--- src/hw/rtl/lfm_pkg.sv ---
// ----------------------------------------------------------------------------
// lfm_pkg
// shared codes of the line follower: line classes, led colors, actions,
// configuration register indexes
// ----------------------------------------------------------------------------
package lfm_pkg;

	localparam int unsigned SENSOR_W = 8;
	localparam int unsigned CLASS_W  = 4;
	localparam int unsigned STATE_W  = 4;
	localparam int unsigned LED_W    = 3;
	localparam int unsigned DUTY_W   = 16;
	localparam int unsigned ACT_W    = 3;
	localparam int unsigned ADDR_W   = 5;
	localparam int unsigned DATA_W   = 32;
	localparam int unsigned NUM_REGS = 5;

	typedef logic [SENSOR_W-1:0] sensor_t;
	typedef logic [CLASS_W-1:0]  class_t;
	typedef logic [STATE_W-1:0]  state_code_t;
	typedef logic [LED_W-1:0]    led_t;
	typedef logic [DUTY_W-1:0]   duty_t;
	typedef logic [ACT_W-1:0]    act_t;

	// line classes, far left to far right
	localparam class_t CLS_LOST   = 4'd0;
	localparam class_t CLS_L4     = 4'd1;
	localparam class_t CLS_L3     = 4'd2;
	localparam class_t CLS_L2     = 4'd3;
	localparam class_t CLS_L1     = 4'd4;
	localparam class_t CLS_CENTER = 4'd5;
	localparam class_t CLS_R1     = 4'd6;
	localparam class_t CLS_R2     = 4'd7;
	localparam class_t CLS_R3     = 4'd8;
	localparam class_t CLS_R4     = 4'd9;

	// state numbers as seen on the result word
	localparam state_code_t SC_STRAIGHT = 4'd0;
	localparam state_code_t SC_BACKUP   = 4'd9;
	localparam state_code_t SC_STOP     = 4'd10;

	localparam led_t LED_CLEAR  = 3'd0;
	localparam led_t LED_RED    = 3'd1;
	localparam led_t LED_GREEN  = 3'd2;
	localparam led_t LED_YELLOW = 3'd3;
	localparam led_t LED_BLUE   = 3'd4;

	localparam act_t ACT_FORWARD = 3'd0;
	localparam act_t ACT_PIVOT_R = 3'd1;
	localparam act_t ACT_PIVOT_L = 3'd2;
	localparam act_t ACT_BACKUP  = 3'd3;
	localparam act_t ACT_STOP    = 3'd4;

	// configuration register indexes (byte address = 4 * index)
	typedef enum logic [2:0] {
		REG_FULL = 3'd0,
		REG_SOFT = 3'd1,
		REG_MID  = 3'd2,
		REG_HARD = 3'd3,
		REG_TURN = 3'd4
	} reg_idx_t;

	localparam duty_t RST_FULL = 16'd10000;
	localparam duty_t RST_SOFT = 16'd9900;
	localparam duty_t RST_MID  = 16'd9500;
	localparam duty_t RST_HARD = 16'd8000;
	localparam duty_t RST_TURN = 16'd6000;

endpackage

--- src/hw/rtl/lfm_if.sv ---
// ----------------------------------------------------------------------------
// lfm_if
// valid/ready channels of the line follower: sensor words in, result words out
// ----------------------------------------------------------------------------
interface lfm_sens_if;
	logic              valid;
	logic              ready;
	lfm_pkg::sensor_t  sensor_bits;

	modport source (output valid, output sensor_bits, input ready);
	modport sink   (input valid, input sensor_bits, output ready);
endinterface

interface lfm_res_if;
	logic                  valid;
	logic                  ready;
	lfm_pkg::class_t       line_class;
	lfm_pkg::state_code_t  new_state;
	lfm_pkg::led_t         led_color;
	lfm_pkg::duty_t        left_duty;
	lfm_pkg::duty_t        right_duty;
	lfm_pkg::act_t         action;

	modport source (output valid, output line_class, output new_state, output led_color,
		output left_duty, output right_duty, output action, input ready);
	modport sink   (input valid, input line_class, input new_state, input led_color,
		input left_duty, input right_duty, input action, output ready);
endinterface

--- src/hw/rtl/line_follower_moore_fsm.sv ---
// ----------------------------------------------------------------------------
// line_follower_moore_fsm
// classifies 8-bit reflectance patterns into a line class and steps an
// 11-state moore machine that drives led color, motor duties and action
// ----------------------------------------------------------------------------
//
//  channel | dir | handshake          | word
//  --------+-----+--------------------+-----------------------------------------
//  sens    | in  | valid / ready      | sensor_bits
//  res     | out | valid / ready      | line_class, new_state, led_color,
//          |     |                    | left_duty, right_duty, action
//  apb     | in  | psel/penable/pwrite| 5 duty registers at byte 0x00..0x10
//
// one word per cycle sustained while res is not stalled; a word goes from sens
// accept through the input register, then classify + state step into the
// result register; the state step is one level of case logic in the state loop
// reset clears both pipeline valids, the state to straight, the last class to
// lost and the duty registers to their defaults
// a stalled res holds its word; the input register still takes a new word
// whenever the result register is free or being drained in the same cycle
//
module line_follower_moore_fsm (
	input  logic                          clk,
	input  logic                          arst_n,
	// configuration port
	input  logic                          psel,
	input  logic                          penable,
	input  logic                          pwrite,
	input  logic [lfm_pkg::ADDR_W-1:0]    paddr,
	input  logic [lfm_pkg::DATA_W-1:0]    pwdata,
	output logic [lfm_pkg::DATA_W-1:0]    prdata,
	output logic                          pready,
	// data channels
	lfm_sens_if.sink                      sens,
	lfm_res_if.source                     res
);

	// moore states, numbered in table order
	typedef enum logic [3:0] {
		ST_STRAIGHT = 4'd0,
		ST_SOFT_R   = 4'd1,
		ST_MID_R    = 4'd2,
		ST_HARD_R   = 4'd3,
		ST_TURN_R   = 4'd4,
		ST_SOFT_L   = 4'd5,
		ST_MID_L    = 4'd6,
		ST_HARD_L   = 4'd7,
		ST_TURN_L   = 4'd8,
		ST_BACKUP   = 4'd9,
		ST_STOP     = 4'd10
	} state_t;

	// which register feeds a wheel
	typedef enum logic [2:0] {
		DS_FULL,
		DS_SOFT,
		DS_MID,
		DS_HARD,
		DS_TURN,
		DS_ZERO
	} duty_sel_t;

	// ---------------- configuration registers ----------------
	lfm_pkg::duty_t full_q, soft_q, mid_q, hard_q, turn_q;
	logic           wr_en;
	logic [2:0]     reg_idx;

	assign pready  = 1'b1;
	assign reg_idx = paddr[lfm_pkg::ADDR_W-1:2];
	assign wr_en   = psel && penable && pwrite && pready;

	always_ff @(posedge clk or negedge arst_n) begin
		if (!arst_n) begin
			full_q <= lfm_pkg::RST_FULL;
			soft_q <= lfm_pkg::RST_SOFT;
			mid_q  <= lfm_pkg::RST_MID;
			hard_q <= lfm_pkg::RST_HARD;
			turn_q <= lfm_pkg::RST_TURN;
		end else if (wr_en) begin
			// writes beyond the last register are dropped
			case (reg_idx)
				lfm_pkg::REG_FULL: full_q <= pwdata[lfm_pkg::DUTY_W-1:0];
				lfm_pkg::REG_SOFT: soft_q <= pwdata[lfm_pkg::DUTY_W-1:0];
				lfm_pkg::REG_MID:  mid_q  <= pwdata[lfm_pkg::DUTY_W-1:0];
				lfm_pkg::REG_HARD: hard_q <= pwdata[lfm_pkg::DUTY_W-1:0];
				lfm_pkg::REG_TURN: turn_q <= pwdata[lfm_pkg::DUTY_W-1:0];
				default: ;
			endcase
		end
	end

	always_comb begin
		prdata = '0;
		case (reg_idx)
			lfm_pkg::REG_FULL: prdata = {{(lfm_pkg::DATA_W-lfm_pkg::DUTY_W){1'b0}}, full_q};
			lfm_pkg::REG_SOFT: prdata = {{(lfm_pkg::DATA_W-lfm_pkg::DUTY_W){1'b0}}, soft_q};
			lfm_pkg::REG_MID:  prdata = {{(lfm_pkg::DATA_W-lfm_pkg::DUTY_W){1'b0}}, mid_q};
			lfm_pkg::REG_HARD: prdata = {{(lfm_pkg::DATA_W-lfm_pkg::DUTY_W){1'b0}}, hard_q};
			lfm_pkg::REG_TURN: prdata = {{(lfm_pkg::DATA_W-lfm_pkg::DUTY_W){1'b0}}, turn_q};
			default:           prdata = '0;
		endcase
	end

	// ---------------- input register ----------------
	logic             valid_s1;
	lfm_pkg::sensor_t sensor_s1;
	logic             advance;    // s1 word moves into the result register
	logic             res_free;

	assign res_free  = !res.valid || res.ready;
	assign advance   = valid_s1 && res_free;
	assign sens.ready = !valid_s1 || res_free;

	always_ff @(posedge clk or negedge arst_n) begin
		if (!arst_n) begin
			valid_s1 <= 1'b0;
		end else if (sens.ready) begin
			valid_s1 <= sens.valid;
		end
	end

	always_ff @(posedge clk) begin
		if (sens.ready && sens.valid) begin
			sensor_s1 <= sens.sensor_bits;
		end
	end

	// ---------------- classification ----------------
	state_t          state_q;
	lfm_pkg::class_t last_class_q;
	lfm_pkg::class_t cls;

	always_comb begin
		case (sensor_s1) inside
			8'h00:                             cls = lfm_pkg::CLS_LOST;
			8'h18, 8'h1C, 8'h38, 8'h3C:        cls = lfm_pkg::CLS_CENTER;
			8'h10, 8'h20, 8'h30:               cls = lfm_pkg::CLS_L1;
			8'h40, 8'h60, 8'h70, 8'hE0:        cls = lfm_pkg::CLS_L2;
			8'h80:                             cls = lfm_pkg::CLS_L3;
			8'h04, 8'h08, 8'h0C, 8'h01:        cls = lfm_pkg::CLS_R3;
			8'h02, 8'h03, 8'h06, 8'h07, 8'h0E: cls = lfm_pkg::CLS_R1;
			8'hF0, 8'hF8, 8'hFC, 8'hFE:        cls = lfm_pkg::CLS_L4;
			8'h0F, 8'h1F, 8'h3F, 8'h7F:        cls = lfm_pkg::CLS_R4;
			// unknown pattern keeps the previous class
			default:                           cls = last_class_q;
		endcase
	end

	// ---------------- next state ----------------
	state_t next_st;

	always_comb begin
		next_st = ST_STOP;
		if (state_q == ST_BACKUP) begin
			// backing up until the line shows again, then pivot toward it
			if (cls == lfm_pkg::CLS_LOST)        next_st = ST_BACKUP;
			else if (cls <= lfm_pkg::CLS_CENTER) next_st = ST_TURN_L;
			else                                 next_st = ST_TURN_R;
		end else if (cls == lfm_pkg::CLS_LOST) begin
			// lost after a hard move or a pivot: back up, otherwise halt
			if (state_q inside {ST_HARD_R, ST_TURN_R, ST_HARD_L, ST_TURN_L})
				next_st = ST_BACKUP;
			else
				next_st = ST_STOP;
		end else begin
			case (cls)
				lfm_pkg::CLS_L4:     next_st = ST_TURN_L;
				lfm_pkg::CLS_L3:     next_st = ST_HARD_L;
				lfm_pkg::CLS_L2:     next_st = ST_MID_L;
				lfm_pkg::CLS_L1:     next_st = ST_SOFT_L;
				lfm_pkg::CLS_CENTER: next_st = ST_STRAIGHT;
				lfm_pkg::CLS_R1:     next_st = ST_SOFT_R;
				lfm_pkg::CLS_R2:     next_st = ST_MID_R;
				lfm_pkg::CLS_R3:     next_st = ST_HARD_R;
				lfm_pkg::CLS_R4:     next_st = ST_TURN_R;
				default:             next_st = ST_STOP;
			endcase
		end
	end

	// ---------------- moore outputs of the next state ----------------
	lfm_pkg::led_t  nxt_led;
	lfm_pkg::act_t  nxt_act;
	duty_sel_t      lsel, rsel;
	lfm_pkg::duty_t nxt_left, nxt_right;

	always_comb begin
		case (next_st)
			ST_STRAIGHT: begin
				nxt_led = lfm_pkg::LED_CLEAR;  nxt_act = lfm_pkg::ACT_FORWARD;
				lsel = DS_FULL; rsel = DS_FULL;
			end
			ST_SOFT_R: begin
				nxt_led = lfm_pkg::LED_BLUE;   nxt_act = lfm_pkg::ACT_FORWARD;
				lsel = DS_FULL; rsel = DS_SOFT;
			end
			ST_MID_R: begin
				nxt_led = lfm_pkg::LED_YELLOW; nxt_act = lfm_pkg::ACT_FORWARD;
				lsel = DS_FULL; rsel = DS_MID;
			end
			ST_HARD_R: begin
				nxt_led = lfm_pkg::LED_GREEN;  nxt_act = lfm_pkg::ACT_FORWARD;
				lsel = DS_FULL; rsel = DS_HARD;
			end
			ST_TURN_R: begin
				nxt_led = lfm_pkg::LED_RED;    nxt_act = lfm_pkg::ACT_PIVOT_R;
				lsel = DS_TURN; rsel = DS_TURN;
			end
			ST_SOFT_L: begin
				nxt_led = lfm_pkg::LED_BLUE;   nxt_act = lfm_pkg::ACT_FORWARD;
				lsel = DS_SOFT; rsel = DS_FULL;
			end
			ST_MID_L: begin
				nxt_led = lfm_pkg::LED_YELLOW; nxt_act = lfm_pkg::ACT_FORWARD;
				lsel = DS_MID;  rsel = DS_FULL;
			end
			ST_HARD_L: begin
				nxt_led = lfm_pkg::LED_GREEN;  nxt_act = lfm_pkg::ACT_FORWARD;
				lsel = DS_HARD; rsel = DS_FULL;
			end
			ST_TURN_L: begin
				nxt_led = lfm_pkg::LED_RED;    nxt_act = lfm_pkg::ACT_PIVOT_L;
				lsel = DS_TURN; rsel = DS_TURN;
			end
			ST_BACKUP: begin
				nxt_led = lfm_pkg::LED_CLEAR;  nxt_act = lfm_pkg::ACT_BACKUP;
				lsel = DS_TURN; rsel = DS_TURN;
			end
			// stop, and any code outside the table
			default: begin
				nxt_led = lfm_pkg::LED_CLEAR;  nxt_act = lfm_pkg::ACT_STOP;
				lsel = DS_ZERO; rsel = DS_ZERO;
			end
		endcase
	end

	function automatic lfm_pkg::duty_t pick_duty(
		input duty_sel_t sel, input lfm_pkg::duty_t f, input lfm_pkg::duty_t s,
		input lfm_pkg::duty_t m, input lfm_pkg::duty_t h, input lfm_pkg::duty_t t);
		case (sel)
			DS_FULL: return f;
			DS_SOFT: return s;
			DS_MID:  return m;
			DS_HARD: return h;
			DS_TURN: return t;
			default: return '0;
		endcase
	endfunction

	assign nxt_left  = pick_duty(lsel, full_q, soft_q, mid_q, hard_q, turn_q);
	assign nxt_right = pick_duty(rsel, full_q, soft_q, mid_q, hard_q, turn_q);

	// ---------------- state and result register ----------------
	lfm_pkg::class_t res_class_q;
	lfm_pkg::led_t   res_led_q;
	lfm_pkg::act_t   res_act_q;
	lfm_pkg::duty_t  res_left_q, res_right_q;
	logic            res_valid_q;

	always_ff @(posedge clk or negedge arst_n) begin
		if (!arst_n) begin
			state_q      <= ST_STRAIGHT;
			last_class_q <= lfm_pkg::CLS_LOST;
			res_valid_q  <= 1'b0;
			res_class_q  <= lfm_pkg::CLS_LOST;
			res_led_q    <= lfm_pkg::LED_CLEAR;
			res_act_q    <= lfm_pkg::ACT_FORWARD;
			res_left_q   <= '0;
			res_right_q  <= '0;
		end else begin
			if (res_free) begin
				res_valid_q <= valid_s1;
			end
			if (advance) begin
				state_q      <= next_st;
				last_class_q <= cls;
				res_class_q  <= cls;
				res_led_q    <= nxt_led;
				res_act_q    <= nxt_act;
				res_left_q   <= nxt_left;
				res_right_q  <= nxt_right;
			end
		end
	end

	assign res.valid      = res_valid_q;
	assign res.line_class = res_class_q;
	assign res.new_state  = state_q;
	assign res.led_color  = res_led_q;
	assign res.left_duty  = res_left_q;
	assign res.right_duty = res_right_q;
	assign res.action     = res_act_q;

endmodule

--- src/flat_wrapper.sv ---
// flat-port wrapper written by rule: the top's interface ports become plain ports
module line_follower_moore_fsm_flat 
  (clk, arst_n, psel, penable, pwrite, paddr, pwdata, prdata, pready, sens_valid, sens_sensor_bits, sens_ready, res_valid, res_line_class, res_new_state, res_led_color, res_left_duty, res_right_duty, res_action, res_ready);
  lfm_sens_if sens_i ();
  lfm_res_if res_i ();
  input  logic clk;
  input  logic arst_n;
  input  logic psel;
  input  logic penable;
  input  logic pwrite;
  input  logic [lfm_pkg::ADDR_W-1:0] paddr;
  input  logic [lfm_pkg::DATA_W-1:0] pwdata;
  output logic [lfm_pkg::DATA_W-1:0] prdata;
  output logic pready;
  input wire logic [$bits(sens_i.valid)-1:0] sens_valid;
  input wire logic [$bits(sens_i.sensor_bits)-1:0] sens_sensor_bits;
  output wire logic [$bits(sens_i.ready)-1:0] sens_ready;
  output wire logic [$bits(res_i.valid)-1:0] res_valid;
  output wire logic [$bits(res_i.line_class)-1:0] res_line_class;
  output wire logic [$bits(res_i.new_state)-1:0] res_new_state;
  output wire logic [$bits(res_i.led_color)-1:0] res_led_color;
  output wire logic [$bits(res_i.left_duty)-1:0] res_left_duty;
  output wire logic [$bits(res_i.right_duty)-1:0] res_right_duty;
  output wire logic [$bits(res_i.action)-1:0] res_action;
  input wire logic [$bits(res_i.ready)-1:0] res_ready;
  assign sens_i.valid = sens_valid;
  assign sens_i.sensor_bits = sens_sensor_bits;
  assign sens_ready = sens_i.ready;
  assign res_valid = res_i.valid;
  assign res_line_class = res_i.line_class;
  assign res_new_state = res_i.new_state;
  assign res_led_color = res_i.led_color;
  assign res_left_duty = res_i.left_duty;
  assign res_right_duty = res_i.right_duty;
  assign res_action = res_i.action;
  assign res_i.ready = res_ready;
  line_follower_moore_fsm u_core (.clk(clk), .arst_n(arst_n), .psel(psel), .penable(penable), .pwrite(pwrite), .paddr(paddr), .pwdata(pwdata), .prdata(prdata), .pready(pready), .sens(sens_i), .res(res_i));
endmodule
--- config.mk ---
export PLATFORM = sky130hd
export DESIGN_NAME = line_follower_moore_fsm_flat
export DESIGN_NICKNAME = d
export VERILOG_FILES = /design/src/hw/rtl/lfm_pkg.sv /design/src/hw/rtl/lfm_if.sv /design/src/hw/rtl/line_follower_moore_fsm.sv /design/src/flat_wrapper.sv
export SDC_FILE = /design/constraint.sdc
export NUM_CORES = 1
export LEC_CHECK = 0
export ABC_AREA = 1
export BUFFER_PORTS_ARGS = -buffer_cell sky130_fd_sc_hd__buf_4
export CORE_AREA = 4 4 151 153
export DETAILED_ROUTE_END_ITERATION = 8
export DIE_AREA = 0 0 155 157
export PLACE_DENSITY_LB_ADDON = 0.05
export SYNTH_ARGS = -nofsm -noshare
export SYNTH_HDL_FRONTEND = slang
export SYNTH_SLANG_ARGS = --single-unit
export TNS_END_PERCENT = 1
--- constraint.sdc ---
create_clock -name clk -period 7.7 [get_ports clk]
set_input_delay 1.54 -clock clk [delete_from_list [all_inputs] [get_ports clk]]
set_output_delay 1.54 -clock clk [all_outputs]
set_load 0.1 [all_outputs]
---- Word-level counts from Yosys, hierarchy flattened ----
Memory sizes are Yosys's and may differ from the RTL's.
Cells that the tools add are included.
operators by class
  eq/ne operators ......................... 46
  div/mod/pow operators ................... 0
  reductions and logical operators ........ 26
  order comparisons ....................... 1
  multiply operators ...................... 0
  bitwise gates (word level) .............. 0
  shifts and indexed selects .............. 0
  add/sub/neg operators ................... 0
  multiplexer cells ....................... 17
operators with widths
  kind                  count
  $pmux W16 S5          3
  $mux W4               13
  $eq A8 B8 Y1 const B  6
  $eq A8 B6 Y1 const B  5
  $eq A8 B4 Y1 const B  4
  $eq A8 B5 Y1 const B  4
  $eq A8 B7 Y1 const B  4
  $eq A8 B3 Y1 const B  3
  $reduce_or A4 Y1      5
  $eq A3 B2 Y1 const B  6
  $eq A8 B2 Y1 const B  2
  $reduce_and A2 Y1     5
  $eq A3 B1 Y1 const B  3
  $eq A3 B3 Y1 const B  3
  $logic_not A3 Y1      3
  $eq A4 B3 Y1 const B  2
  $eq A4 B4 Y1 const B  2
  $eq A8 B1 Y1 const B  1
  $logic_not A8 Y1      1
  $reduce_or A5 Y1      1
  $eq A4 B2 Y1 const B  1
  $le A4 B3 Y1 const B  1
  $logic_and A1 B1 Y1   4
  $logic_not A4 Y1      1
  other kinds (5)       7
word-level totals
  bits in read-only memories .............. 256
  RAM bits ................................ 0
  register bits ........................... 136
  bits in latches ......................... 0
  logic and storage cells ................. 106
  memories ................................ 2
memories
  memory            words  bits a word  rd ports  clocked after Yosys merged registers in  write ports  RTL line                        source
  (name not given)  16     12           1         0                                        0            line_follower_moore_fsm.sv:188  case (next_st)
  (name not given)  16     4            1         0                                        0            line_follower_moore_fsm.sv:166  case (cls)

---- Depth between registers and ports, before layout ----
An unclocked memory read counts as a cell.
  depth after elaboration ................. 18
  mapped depth ............................ 25

---- Worst setup path before layout ----
Ideal clock, no wire load.
  path type ............................... in2out
  start ................................... input paddr[3] in the netlist's numbering
  end ..................................... output prdata[13] in the netlist's numbering
  path buffers ............................ 0
  slack ................................... 2.325 ns
  arrival ................................. 3.835 ns
  stages on the path ...................... 3
  data required time ...................... 6.160 ns
  cells stage by stage .................... nor2_1 -> nand2_1 -> o21ai_0
on the way
  longest elaborated chain between the ends .. 2
  elaborated cells on any way between the ends .. 6
ends and longest elaborated chain
  element                                     RTL line                       source
  start, declared                             flat_wrapper.sv:11             input logic [lfm_pkg::ADDR_W-1:0] paddr;
  $eq A3 B3 Y1, or another cell as far along  line_follower_moore_fsm.sv:94  case (reg_idx)
  $pmux W16 S5 *                              line_follower_moore_fsm.sv:94
  end, declared                               flat_wrapper.sv:13             output logic [lfm_pkg::DATA_W-1:0] prdata;
Every way passes the cells marked *; elsewhere a longest branch is shown, timed or not.

---- Worst setup path in the final report ----
Same ends and word-level chain as after synthesis.

==> impl_metrics.json <==
{
  "maxCapViolations": 0,
  "worstMarginPinSlew_ns": 1.202,
  "syn_to_final_growth_pct": 20.19,
  "clock.fmax_ghz": 0.1978,
  "dp_hpwl_mm": 15.90,
  "grt_usage_pct": 20.51,
  "coreArea_sq_um": 21550,
  "routed_wl_mm": 24.59,
  "overflow": 0,
  "dieWidth_microns": 155,
  "fillers": 2273,
  "multiInputGateArea_sq_um": 3376,
  "netlist.area_leader.share_pct": 32.57,
  "cts_resized": 0,
  "syn_area_sq_um": 7453,
  "routedWlPerCell_microns": 17.54,
  "place_congestion": 0.8315,
  "ys_ff_latch": 136,
  "drc": 0,
  "io_buffers": 97,
  "fin_ws_ns": 2.644,
  "report.final.hold_viol_count": 0,
  "cts_buffers": 17,
  "r2r_slack_ns": 3.82,
  "grt_pass1_vias": 6620,
  "crit_start": "paddr[3]",
  "endpoint_kind": "output pin",
  "ioPinCount": 133,
  "post-route-min-period_ns": 5.056,
  "grt_pass1_wl_mm": 38.51,
  "arrival_ns": 3.52,
  "synth.area.top_cells": "dfrtp_1 33%, nand2_1 19%, dfstp_2 11%",
  "layoutNonFillerInstCount": 1402,
  "drt_iter0_markers": 552,
  "leakage_nw": 4.533,
  "synth_common_cells": "368 x nand2_1, 106 x nand3_1, 102 x o21ai_0",
  "required_ns": 6.16,
  "post_cts_buffers": 0,
  "cts_hold_buf": 0,
  "async_flop_share_pct": 94.12,
  "worstSetupStartpointType": "input port",
  "path_clk_slew_ns": 0.06,
  "slew_headroom_pct": 19.69,
  "dp_cells": 1370,
  "cts_root_buf": "clkbuf_16",
  "synthFlopType": "dfrtp_1",
  "initial_core_util_pct": 34.58,
  "antennaDiodeCount": 0,
  "power.density_nw_per_um2": 471.0,
  "vias_per_cell": 4.933,
  "die_y_microns": 157,
  "status": "finished clean",
  "synth.most_common_cell": "nand2_1",
  "yosys.area.top_type": "dfrtp_1",
  "critPathMaxFanout": 17,
  "synth_area_per_cell_sq_um": 7.236,
  "insertion_delay_ns": 0.42,
  "yosys_warnings": 0,
  "finClkSkew_ns": 0.006766,
  "final_nets": 1161,
  "hold_depth": 2,
  "drt-pass1-iter-count": 5,
  "r2r-end": "u_core.res.right_duty[14]",
  "vdd_ir_drop_max_v": 0.0003460,
  "synth_cell_types": 32,
  "r2r_start": "u_core.sensor_s1[4]",
  "criticalPathCategory": "input port to output pin",
  "register_area_sq_um": 3482,
  "die_area_sq_um": 24340,
  "rsz0062_at_grt": "false",
  "ys_seq_area_share_pct": 46.72,
  "rows": 54,
  "cts_buffer_depth": 2,
  "worstRegToRegCells": 22,
  "hp-class": "flip-flop to flip-flop",
  "hold_slack_ns": 0.4772,
  "grt_max_degree": 70,
  "cts_htree_levels": 4,
  "ant_nets": 0,
  "clock_sinks": 136,
  "synth_edf_count": 8,
  "min_from": "u_core.res.left_duty[12]",
  "drive_gt1_share_pct": 17.56,
  "fin_tns_setup_ns": 0,
  "synth_cells": 1030,
  "holdPathEnd": "u_core.res.left_duty[12]",
  "num_vias": 6916,
  "dpl_worst_slack_ns": 2.660,
  "cts_tree": "yes",
  "setup_viol": 0,
  "final-max-slew-violation-count": 0,
  "antenna_found_initial": 0,
  "period_share_pct": 65.67
}
==> layout make-up <==
type | instances | share of cell area (%)
sequential | 136 | 38.87
multi-input combinational | 754 | 37.68
timing repair buffer | 106 | 8.883
clock buffer | 24 | 5.377
inverter | 94 | 3.939
tap | 280 | 3.911
clock inverter | 8 | 1.341
==> how the worst max path moves through the flow <==
stage	endpoint	slack [ns]	depth (start not counted)
finish	prdata[13]	2.64	8
global route	prdata[13]	2.50	8
CTS	prdata[13]	2.66	8
detailed placement	prdata[13]	2.66	8
global placement	prdata[13]	2.60	8
floorplan	prdata[13]	2.33	3
==> state kept, by name, summed over array words and instances, names as in the netlist <==
signal                 count
u_core.full_q             16
u_core.hard_q             16
u_core.last_class_q        4
u_core.mid_q              16
u_core.res.action          3
u_core.res.led_color       3
u_core.res.left_duty      16
u_core.res.new_state       4
u_core.res.right_duty     16
u_core.res.valid           1
u_core.sensor_s1           8
u_core.soft_q             16
u_core.turn_q             16
u_core.valid_s1            1
==> stage by stage <==
stage	cell area, sq um	utilization, %	power, mW
after floorplan	7510	-	2.722
after global placement	8357	38.77	3.370
after detailed placement	8357	38.77	3.367
after CTS	8959	41.57	4.222
after global routing	8959	41.57	4.460
final	8959	41.57	4.220
==> power breakdown <==
part / switching (mW) / internal, mW / leakage [nW]
sequential: 0.139 / 0.904 / 1.67
clock: 0.305 / 0.534 / 0.290
combinational: 1.87 / 0.464 / 2.58
==> cell families after synthesis <==
kind of cell | after synthesis | share of synthesized area (%)
DFF | 136 | 46.72
buffers and inverters | 155 | 9.149
other | 2 | 0.1008
AOI/OAI and AO/OA | 130 | 9.770
and+or+nand+nor | 607 | 34.26
==> critical path: stages <==
cell and delay, ns:
buf_4 0.10, nor2_1 0.06, nand2_1 0.05, clkinv_1 0.63
a22o_1 0.42, a221oi_1 0.26, o21ai_0 0.18, buf_4 0.27
==> layer usage <==
layer	GRT usage, %	wire [microns]	up-vias
met2	30.71	10710	213
met4	4.836	228	0
li1	-	-	3431
met1	30.62	12200	3251
met3	4.069	1452	21
met5	0	0	-
==> layout by cell type (no fill, tap or decap), types with 3 or more instances in the layout <==
cell,count
buf_4,106
clkbuf_8,3
clkbuf_1,4
nand3_1,106
conb_1,17
clkbuf_16,17
o21ai_1,3
nand2_2,10
dfrtp_1,97
a221o_1,7
dfstp_2,31
nor2_2,8
clkinv_2,3
bufinv_16,3
o21ai_0,102
nor2_1,87
nor2_4,4
nand2_1,367
edfxtp_1,8
nand4_1,18
a221oi_1,7
inv_2,6
a21oi_1,5
inv_1,86
No activity file was read; power rests on OpenSTA's default activity.
